File: config.mk
export PLATFORM = sky130hd
export DESIGN_NAME = vlan_tag_insert_strip_unit
export DESIGN_NICKNAME = d
export VERILOG_FILES = /design/src/rtl/vti_pkg.sv /design/src/rtl/vlan_tag_insert_strip_unit.sv
export SDC_FILE = /design/constraint.sdc
export NUM_CORES = 1
export LEC_CHECK = 0
export CORE_ASPECT_RATIO = 1.75
export CORE_MARGIN = 5
export CORE_UTILIZATION = 57
export CTS_CLUSTER_DIAMETER = 30
export DETAILED_ROUTE_END_ITERATION = 8
export DONT_BUFFER_PORTS = 1
export PLACE_DENSITY = 0.86
export SETUP_SLACK_MARGIN = 0.3
export SLEW_MARGIN = 10
export SYNTH_ARGS = -nofsm -noshare
export SYNTH_HDL_FRONTEND = slang
export SYNTH_SLANG_ARGS = --single-unit
File: constraint.sdc
create_clock -name i_clk -period 4.3 [get_ports i_clk]
set_input_delay 0.43 -clock i_clk [delete_from_list [all_inputs] [get_ports i_clk]]
set_output_delay 0.43 -clock i_clk [all_outputs]
set_load 0.05 [all_outputs]
File: src/rtl/vti_pkg.sv
// ---------------------------------------------------------------------------
// vti_pkg
// shared types and constants of the vlan tag insert / strip unit
// ---------------------------------------------------------------------------
package vti_pkg;

    localparam int unsigned CMD_W      = 2;
    localparam int unsigned PORT_W     = 8;
    localparam int unsigned BYTE_W     = 8;
    localparam int unsigned POS_W      = 14;
    localparam int unsigned VID_W      = 12;
    localparam int unsigned PCP_W      = 3;
    localparam int unsigned MAX_W      = 14;
    localparam int unsigned CFG_IDX_W  = 2;
    localparam int unsigned CFG_DATA_W = 14;
    localparam int unsigned PHASE_W    = 3;

    localparam int unsigned ADDR_BYTES = 12;
    localparam int unsigned TAG_BYTES  = 4;
    localparam logic [31:0] TPID_WORD  = 32'h8100_0000;
    localparam logic [POS_W-1:0] POS_MAX = {POS_W{1'b1}};

    localparam logic [VID_W-1:0] VID_RST = VID_W'(1);
    localparam logic [PCP_W-1:0] PCP_RST = '0;
    localparam logic [MAX_W-1:0] MAX_RST = MAX_W'(2048);

    typedef enum logic [CMD_W-1:0] {
        CMD_PASS   = 2'd0,
        CMD_INSERT = 2'd1,
        CMD_STRIP  = 2'd2,
        CMD_DROP   = 2'd3
    } t_cmd;

    typedef enum logic [CFG_IDX_W-1:0] {
        CFG_VLAN_ID   = 2'd0,
        CFG_VLAN_PRIO = 2'd1,
        CFG_MAX_BYTES = 2'd2
    } t_cfg_idx;

endpackage

File: src/rtl/vlan_tag_insert_strip_unit.sv
// ---------------------------------------------------------------------------
// vlan_tag_insert_strip_unit
// per-copy 802.1q tag insert / strip on a byte stream
// ---------------------------------------------------------------------------
// One frame byte is taken per cycle, unless an insert or the output stalls,
// and edited between an input register and an output register. Pass and strip
// copies run at one byte per cycle while the output is free, strip copies
// giving no output for the four dropped tag bytes. An insert copy holds its
// twelfth byte in the input register while the byte and the four tag bytes go
// out, so the input stalls while the tag of a tagged frame goes out. The edit
// mode and port are taken from the first byte of each copy; a too_long flag
// marks the final output of a tagged copy longer than the configured maximum.
module vlan_tag_insert_strip_unit
    import vti_pkg::*;
(
    input  logic                  i_clk,
    input  logic                  i_rst_n,
    input  logic                  i_cfg_wr_en,
    input  logic [CFG_IDX_W-1:0]  i_cfg_addr,
    input  logic [CFG_DATA_W-1:0] i_cfg_wdata,
    input  logic                  s_axis_tvalid,
    output logic                  s_axis_tready,
    input  logic [15:0]           s_axis_tdata,   // port, data_byte
    input  logic [CMD_W-1:0]      s_axis_tuser,   // cmd
    input  logic                  s_axis_tlast,
    output logic                  m_axis_tvalid,
    input  logic                  m_axis_tready,
    output logic [15:0]           m_axis_tdata,   // out_port, out_byte
    output logic [1:0]            m_axis_tuser,   // byte_valid, too_long
    output logic                  m_axis_tlast
);

    logic [VID_W-1:0]   r_vid;
    logic [PCP_W-1:0]   r_pcp;
    logic [MAX_W-1:0]   r_max;

    logic [POS_W-1:0]   r_pos;
    t_cmd               r_mode;
    logic [PORT_W-1:0]  r_port;

    logic               r_in_valid;
    t_cmd               r_in_cmd;
    logic [PORT_W-1:0]  r_in_port;
    logic [BYTE_W-1:0]  r_in_byte;
    logic               r_in_last;
    logic [PHASE_W-1:0] r_phase;

    logic               r_out_valid;
    logic [PORT_W-1:0]  r_out_port;
    logic [BYTE_W-1:0]  r_out_byte;
    logic               r_out_bv;
    logic               r_out_last;
    logic               r_out_tl;

    t_cmd               w_mode;
    logic [PORT_W-1:0]  w_port;
    logic [PHASE_W-1:0] w_count;
    logic [BYTE_W-1:0]  w_byte;
    logic               w_bv;
    logic               w_last;
    logic               w_tl;
    logic [POS_W:0]     w_len;
    logic               w_over;
    logic [15:0]        w_tci;
    logic               w_out_free;
    logic               w_out_load;
    logic               w_done;
    logic [PHASE_W-1:0] n_phase;
    logic [POS_W-1:0]   n_pos;

    // configuration registers
    always_ff @(posedge i_clk) begin
        if (!i_rst_n) begin
            r_vid <= VID_RST;
            r_pcp <= PCP_RST;
            r_max <= MAX_RST;
        end else if (i_cfg_wr_en) begin
            unique case (i_cfg_addr)
                CFG_VLAN_ID:   r_vid <= i_cfg_wdata[VID_W-1:0];
                CFG_VLAN_PRIO: r_pcp <= i_cfg_wdata[PCP_W-1:0];
                CFG_MAX_BYTES: r_max <= i_cfg_wdata[MAX_W-1:0];
                default: ;
            endcase
        end
    end

    // edit decision for the held byte
    always_comb begin
        w_mode  = (r_pos == '0) ? r_in_cmd : r_mode;
        w_port  = (r_pos == '0) ? r_in_port : r_port;
        w_tci   = {r_pcp, 1'b0, r_vid};
        w_len   = {1'b0, r_pos} + (POS_W+1)'(TAG_BYTES + 1);
        w_over  = w_len > {1'b0, r_max};
        w_count = PHASE_W'(1);
        w_byte  = r_in_byte;
        w_bv    = 1'b1;
        w_last  = r_in_last;
        w_tl    = 1'b0;
        case (w_mode)
            CMD_PASS: ;
            CMD_INSERT: begin
                if (r_pos == POS_W'(ADDR_BYTES - 1)) begin
                    w_count = PHASE_W'(TAG_BYTES + 1);
                    case (r_phase)
                        3'd0:    w_byte = r_in_byte;
                        3'd1:    w_byte = TPID_WORD[31:24];
                        3'd2:    w_byte = TPID_WORD[23:16];
                        3'd3:    w_byte = w_tci[15:8];
                        default: w_byte = w_tci[7:0];
                    endcase
                    w_last = r_in_last && (r_phase == PHASE_W'(TAG_BYTES));
                    w_tl   = w_last && w_over;
                end else if (r_pos > POS_W'(ADDR_BYTES - 1)) begin
                    w_tl = r_in_last && w_over;
                end
            end
            CMD_STRIP: begin
                if (r_pos >= POS_W'(ADDR_BYTES) &&
                    r_pos <  POS_W'(ADDR_BYTES + TAG_BYTES)) begin
                    w_count = r_in_last ? PHASE_W'(1) : '0;
                    w_byte  = '0;
                    w_bv    = 1'b0;
                end
            end
            default: w_count = '0;
        endcase
    end

    assign w_out_free    = !r_out_valid || m_axis_tready;
    assign w_out_load    = r_in_valid && (w_count != '0) && w_out_free;
    assign w_done        = r_in_valid &&
                           ((w_count == '0) ||
                            (w_out_load && (r_phase == w_count - PHASE_W'(1))));
    assign s_axis_tready = !r_in_valid || w_done;

    always_comb begin
        n_phase = r_phase;
        if (w_done) begin
            n_phase = '0;
        end else if (w_out_load) begin
            n_phase = r_phase + PHASE_W'(1);
        end
        n_pos = r_pos;
        if (w_done) begin
            if (r_in_last) begin
                n_pos = '0;
            end else if (r_pos < POS_MAX) begin
                n_pos = r_pos + POS_W'(1);
            end
        end
    end

    // control state
    always_ff @(posedge i_clk) begin
        if (!i_rst_n) begin
            r_in_valid  <= 1'b0;
            r_out_valid <= 1'b0;
            r_phase     <= '0;
            r_pos       <= '0;
            r_mode      <= CMD_PASS;
            r_port      <= '0;
        end else begin
            r_phase <= n_phase;
            r_pos   <= n_pos;
            if (s_axis_tready) begin
                r_in_valid <= s_axis_tvalid;
            end
            if (w_out_free) begin
                r_out_valid <= w_out_load;
            end
            if (w_done && r_pos == '0) begin
                r_mode <= w_mode;
                r_port <= w_port;
            end
        end
    end

    // payload
    always_ff @(posedge i_clk) begin
        if (s_axis_tready && s_axis_tvalid) begin
            r_in_cmd  <= t_cmd'(s_axis_tuser);
            r_in_port <= s_axis_tdata[PORT_W-1:0];
            r_in_byte <= s_axis_tdata[PORT_W +: BYTE_W];
            r_in_last <= s_axis_tlast;
        end
        if (w_out_load) begin
            r_out_port <= w_port;
            r_out_byte <= w_byte;
            r_out_bv   <= w_bv;
            r_out_last <= w_last;
            r_out_tl   <= w_tl;
        end
    end

    assign m_axis_tvalid = r_out_valid;
    assign m_axis_tdata  = {r_out_byte, r_out_port};
    assign m_axis_tuser  = {r_out_tl, r_out_bv};
    assign m_axis_tlast  = r_out_last;

    a_tl_on_last: assert property (@(posedge i_clk) disable iff (!i_rst_n)
        m_axis_tvalid && m_axis_tuser[1] |-> m_axis_tlast)
        else $error("too_long flag away from the final output");

    a_marker_form: assert property (@(posedge i_clk) disable iff (!i_rst_n)
        m_axis_tvalid && !m_axis_tuser[0] |-> m_axis_tlast && m_axis_tdata[15:8] == '0)
        else $error("bare end marker malformed");

    a_phase_insert: assert property (@(posedge i_clk) disable iff (!i_rst_n)
        r_phase != '0 |-> r_in_valid && w_mode == CMD_INSERT)
        else $error("tag phase outside an insert copy");

    a_stall_held: assert property (@(posedge i_clk) disable iff (!i_rst_n)
        !s_axis_tready |-> r_in_valid)
        else $error("input stalled with nothing held");

endmodule

==> results of run 1 <==
==> power by group through the flow <==
| stage | registers, mW | clock network (mW) | logic [mW] |
|---|---|---|---|
| after floorplan | 1.09 | 0 | 0.229 |
| after global placement | 1.10 | 0 | 0.260 |
| after detailed placement | 1.10 | 0 | 0.268 |
| after CTS | 1.08 | 0.742 | 0.284 |
| after global routing | 1.09 | 0.788 | 0.325 |
| final | 1.08 | 0.730 | 0.295 |
==> cells in the final DEF, fill, tap and decap left out, drive strengths merged, types with 4 or more instances in the layout <==
master  Yosys  final
a21oi      42     42
mux2        8      8
o211ai     16     16
nor3        6      6
nand2b      5      5
edfxtp     38     38
dfxtp      58     58
o41ai       4      4
nor2       47     47
o21ai      27     27
clkbuf     20     11
nand4       5      5
or4         5      5
nand3      12     12
xor2        7      7
and3        7      7
buf         9     18
nor2b       6      6
ha         26     26
and2        8      8
nand2      75     75
mux2i      16     16
inv        27     29
xnor2       7      7
==> area by class of cell <==
cell class,count,area share (%)
Clock buffer,11,4.30
Clock inverter,5,0.764
Inverter,27,1.87
Multi-Input combinational cell,367,45.2
Sequential cell,96,42.6
Tap cell,117,2.71
Timing Repair Buffer,18,2.52
==> what timing repair did <==
action,CTS,global route
buffers inserted,6,2
pin swaps,3,5
endpoints found under the setup margin,13,13
resized for setup,5,8
gates cloned,0,0
==> Yosys cell counts (3+ instances only) <==
cell and n:
nand2_1 75, dfxtp_1 58, nor2_1 47, a21oi_1 42
edfxtp_1 38, inv_1 27, ha_1 26, o21ai_0 18
clkbuf_1 15, mux2i_1 15, o211ai_1 15, nand3_1 12
mux2_2 8, o21ai_1 8, xnor2_1 7, xor2_1 7
and3_1 6, nor2b_1 6, nor3_1 6, clkbuf_8 5
nand2b_1 5, and2_1 4, buf_6 4, nand4_1 4
or4_1 4, a211oi_1 3, a21o_1 3, a22oi_1 3
buf_2 3, nand3b_1 3
==> flip-flops by register name (all words and copies together), names as in the netlist, 2 cells and up <==
| name | count |
|---|---|
| r_in_cmd | 2 |
| r_pcp | 3 |
| r_max | 14 |
| r_vid | 12 |
| r_mode | 2 |
| r_pos | 14 |
| r_out_port | 8 |
| r_out_byte | 8 |
| r_phase | 3 |
| r_in_byte | 8 |
| r_port | 8 |
| r_in_port | 8 |
==> stage by stage <==
step	utilization (%)	worst slack, ns	cells
CTS	62.6	0.310	639
finish	63.2	0.463	641
global route	63.2	0.286	641
global placement	58.6	0.204	617
detailed placement	58.6	0.103	617
floorplan	-	0.332	519
==> how the worst min path moves through the flow <==
stage	depth (start not counted)	slack, ns	end	from
6_report	0	0.19	r_in_byte[3]$_DFFE_PP_	s_axis_tdata[11]
2_1_floorplan	2	0.43	r_max[9]$_SDFFE_PN0P_	r_max[9]$_SDFFE_PN0P_
5_1_grt	0	0.17	r_in_byte[3]$_DFFE_PP_	s_axis_tdata[11]
4_1_cts	1	0.17	r_vid[0]$_SDFFE_PN1P_	i_rst_n
3_5_place_dp	2	0.45	r_max[2]$_SDFFE_PN0P_	r_max[2]$_SDFFE_PN0P_
3_3_place_gp	2	0.44	r_max[2]$_SDFFE_PN0P_	r_max[2]$_SDFFE_PN0P_
==> metal layers <==
metal	global-route usage, %	up-vias
li1	-	1823
met1	23.3	1790
met2	39.7	121
met3	4.26	46
met4	14.9	0
met5	0	-
==> worst register-to-register path, cell delays in order, from the launching register on <==
cell and delay [ns]:
dfxtp_2 0.38, nor4_4 0.31, and3_4 0.23, and3_4 0.24
mux2i_2 0.25, buf_4 0.15, ha_1 0.17, o21ai_0 0.11
a21o_1 0.23, ha_2 0.33, xor2_2 0.19, a31o_4 0.20
o31a_2 0.16, o21ai_4 0.13, or2_4 0.32, o41ai_1 0.29
==> kinds of logic after synthesis <==
family / after synthesis / share of synthesized area [%]
compound gates: 111 / 14.2
xor+xnor: 14 / 2.48
fa+ha+maj: 26 / 6.58
buf+inv: 56 / 6.10
flops: 96 / 46.6
mux: 24 / 5.31
simple gates: 192 / 18.8
==> reports/results.ini, run 1 <==
[status]
status=completed

[worst_setup_path]
arrival_ns=3.41
cp_cell_sequence=nor4_4, and3_4, and3_4, mux2i_2, buf_4, ha_1, o21ai_0, a21o_1, ha_2, nor2b_4, and2_4, nand2_1, o21ai_4, buf_6
max_stage_delay_ns=0.38
cp_max_fo=8
endpoint=s_axis_tready
r2r-end=r_pos[5]$_SDFFE_PN0P_
cp_slowest_cell=dfxtp_2
path_delay_family=simple AND/OR/NAND/NOR gates
r2r_setup_slack_ns=0.54
startpoint=r_pos[10]$_SDFFE_PN0P_
crit_buf_inv=2
crit_top_cell=and3_4
rr_worst_depth=15
crit_type=reg2out
cp-start-kind=flip-flop
crit_cells=14
end_kind=primary output
r2r_start=r_pos[10]$_SDFFE_PN0P_
worstPathRequired_ns=3.87

[timing]
max_freq_ghz=0.261
tns_ns=0
relSlewSlack_pct=17.3
clock_skew_ns=0.00728
hold_violations=0
holdWs_ns=0.186
min_period_ns=3.84
finalCritPeriodShare_pct=89.2
worstMarginPinSlew_ns=1.24
rsz0062_at_grt=false
maxSlewViolCount=0
setup_viol=0

[detailed_routing]
met1_length_mm=3.89
detail_route.vias_per_cell=5.90
wl_met3_um=497
drt_iter0_drc=352
met2_length_mm=6.10
drc=0
routed_wl_mm=11.3
ant_nets=0
vias=3780
wl_per_cell_um=17.6
topRoutingLayerUsed=met4
first_pass_iters=5

[cts]
htreeDepth=3
cts_sinks=96
clk_latency_ns=0.34
cts_hold_buf=0
cts_buffers=9
cts_root_buf=clkbuf_16
cts_tree=yes
cts.reportedPaths.clkPinSlew_ns=0.07
clk_path_buf_depth=2

[synthesis]
synth_top_area_share_pct=23.5
netlist_instances=519
synth_area_um2=4940
syn_area_per_cell_um2=9.53
synth_top_cells_by_area=dfxtp_1 23%, edfxtp_1 23%, ha_1 6.6%
synthFlopType=dfxtp_1
synth-async-reset-ratio_pct=0
yosys.area.top_type=dfxtp_1
synth_seq_cells=96
synth_edf_count=38
yosysUniqueCellTypes=63
synth-warning-count=0
synth-seq-area-share_pct=46.6
syn_nets=585

[die]
rows=45
dieHeight_um=133
core_area_um2=8560
io_pins=61
fp.dieW_um=80.4
die_area_um2=10700
start_util_pct=57.8

[global_route]
first_global_vias=3919
grt_pass1_wl_mm=18.7
overflow=0
grt_max_degree=39
grt_usage_pct=22.4
antenna_found_initial=0

[finish]
multi_input_area_um2=2440
area_delta_synth_final_pct=9.34
num-nets-final=585
n_fill_cell=704
final_cell_area_um2=5410
drive_gt1_share_pct=13.7
antenna_cells=0
seq_area_um2=2300

[power_and_ir_drop]
switching_share_pct=27.7
clkPwrFrac_pct=34.6
fin_total_pwr_mw=2.11
irDropWorstVdd_v=0.000427
p_int_mw=1.53
p_per_area_nw_per_um2=390
netSwitchingPower_mw=0.583
seqPwrFrac_pct=51.4
comb_power_share_pct=14.0
p_leak_nw=2.03

[placed_design]
hpwlAfterDp_mm=8.46
portBuffers=0
gp_congestion=0.910
place_area_um2=5020

[flow_run]
cap_violations=0

[min_path]
hold_path.class=in2reg

Note: power is estimated with default switching activity, not from simulation.
==> run 2: changes to the inputs <==
- CORE_UTILIZATION: 57 -> 64
- PLACE_DENSITY: 0.86 -> 0.91
- clock period: 4.3 -> 3.85 ns (I/O delays scaled with it)
==> run 2 against run 1 <==
  * Total power grew 20%
  * First-iteration DRC count grew 69%
  * Clock power grew 18%
  * Critical endpoint is now r_port[3]$_SDFFE_PN0P_
==> reports/results.ini, run 2 (same netlist as run 1, synthesis figures left out) <==
[finish]
final_cell_area_um2=5700
area_delta_synth_final_pct=15.3
layout_commonest_cell=nand2_1
drive_gt1_share_pct=21.6
final_cell_mix=73 x nand2_1, 52 x dfxtp_1, 45 x nor2_1
antenna_cells=0
final_cells=629
largestRegisters=r_max (14), r_pos (14), r_vid (12)
num-nets-final=602

[min_path]
whs_path_depth=1
hold_path.class=in2reg

[detailed_routing]
drt_iter0_drc=595
wl_per_cell_um=24.6
routed_wl_mm=15.5
first_pass_iters=6
vias=4322
detail_route.vias_per_cell=6.87
drc=0
ant_nets=0

[cts]
cts_sinks=96
cts_tree=yes
cts_buffers=9
clk_latency_ns=0.36
cts_root_buf=clkbuf_16
cts.reportedPaths.clkPinSlew_ns=0.07
htreeDepth=3
cts_hold_buf=0
clk_path_buf_depth=2

[placed_design]
hpwlAfterDp_mm=9.01
gp_congestion=0.953
portBuffers=0
dp.cells=591
place_area_um2=5080

[die]
die_area_um2=9650
fp.dieW_um=76.4
start_util_pct=65.3
io_pins=61
dieHeight_um=126
core_area_um2=7570
rows=42

[global_route]
antenna_found_initial=0
overflow=0
grt_usage_pct=27.8
first_global_vias=4179
grt_pass1_wl_mm=21.2
grt_max_degree=33

[status]
status=completed

[worst_setup_path]
arrival_ns=4.06
crit_type=reg2reg
end_kind=flip-flop
worstPathRequired_ns=4.09
cp-start-kind=flip-flop
cp_max_fo=5
rr_worst_depth=15

[timing]
rsz0062_at_grt=true
holdWs_ns=0.106
min_period_ns=3.83
tns_ns=0
max_freq_ghz=0.261
worstMarginPinSlew_ns=0.721
clock_skew_ns=0.00531
hold_violations=0
setup_viol=0
finalCritPeriodShare_pct=99.4
maxSlewViolCount=0
relSlewSlack_pct=51.5

[power_and_ir_drop]
p_leak_nw=2.16
irDropWorstVdd_v=0.000371
p_per_area_nw_per_um2=444

[flow_run]
cap_violations=0

==> run 2: changes by cell type in the layout (fill, tap and decap cells not counted), moves of 3 or more <==
cell	change
o21ai_2	+6
mux2i_2	+3
o21ai_1	-3
o21ai_0	-3
ha_1	-3
dfxtp_1	-4
buf_6	+6
ha_4	+4
buf_4	+10
mux2i_1	-4
==> run 2: timing repair <==
| action | 4_1_cts | 5_1_grt |
|---|---|---|
| pin swaps | 11 | 18 |
| endpoints found under the setup margin | 23 | 46 |
| resized for setup | 19 | 30 |
| setup buffers | 16 | 4 |
| cloned | 0 | 2 |
==> run 2: metal layers <==
metal | part of all wire (%) | wire [um] | GRT usage [%]
met4 | 7.9 | 1220 | 18.0
met1 | 33 | 5040 | 29.9
met2 | 51 | 7910 | 49.5
met5 | 0 | 0 | 0
met3 | 8.3 | 1290 | 4.36
==> run 2: critical path, stage by stage (launching register included) <==
cell	delay, ns
dfxtp_4	0.35
nor4_4	0.32
and3_4	0.23
and3_4	0.25
mux2i_4	0.32
inv_2	0.11
ha_4	0.19
or2_4	0.26
ha_4	0.26
xor2_4	0.17
a31o_4	0.25
buf_4	0.14
o211ai_1	0.22
buf_4	0.26
mux2i_1	0.28
nor2_1	0.08
==> run 2: cell type report <==
cell class | count | area (um^2)
Inverter | 27 | 101
Multi-Input combinational cell | 368 | 2610
Timing Repair Buffer | 34 | 289
Clock buffer | 11 | 233
Clock inverter | 5 | 40.0
Fill cell | 447 | 1870
Sequential cell | 96 | 2310
Tap cell | 88 | 110
==> run 2: report_power, final <==
group	internal (mW)	switching, mW
Clock	0.445	0.421
Combinational	0.187	0.265
Sequential	1.12	0.0937
==> run 2: worst paths after layout <==
path | slack (ns) | end | start
setup / recovery | 0.02 | r_port[3]$_SDFFE_PN0P_ | r_pos[7]$_SDFFE_PN0P_
hold / removal | 0.11 | r_vid[0]$_SDFFE_PN1P_ | i_rst_n
setup reg to reg | 0.02 | r_port[3]$_SDFFE_PN0P_ | r_pos[7]$_SDFFE_PN0P_
hold reg to reg | 0.46 | r_max[9]$_SDFFE_PN0P_ | r_max[9]$_SDFFE_PN0P_
==> run 2: metrics by stage <==
step / power [mW] / utilization, % / setup slack, ns
final: 2.53 / 75.3 / 0.0235
after global routing: 2.60 / 75.3 / -0.0328
after CTS: 2.43 / 73.4 / 0.262
after detailed placement: 1.56 / 67.1 / 0.00607
after global placement: 1.54 / 67.1 / 0.131
after floorplan: 1.49 / - / 0.0812
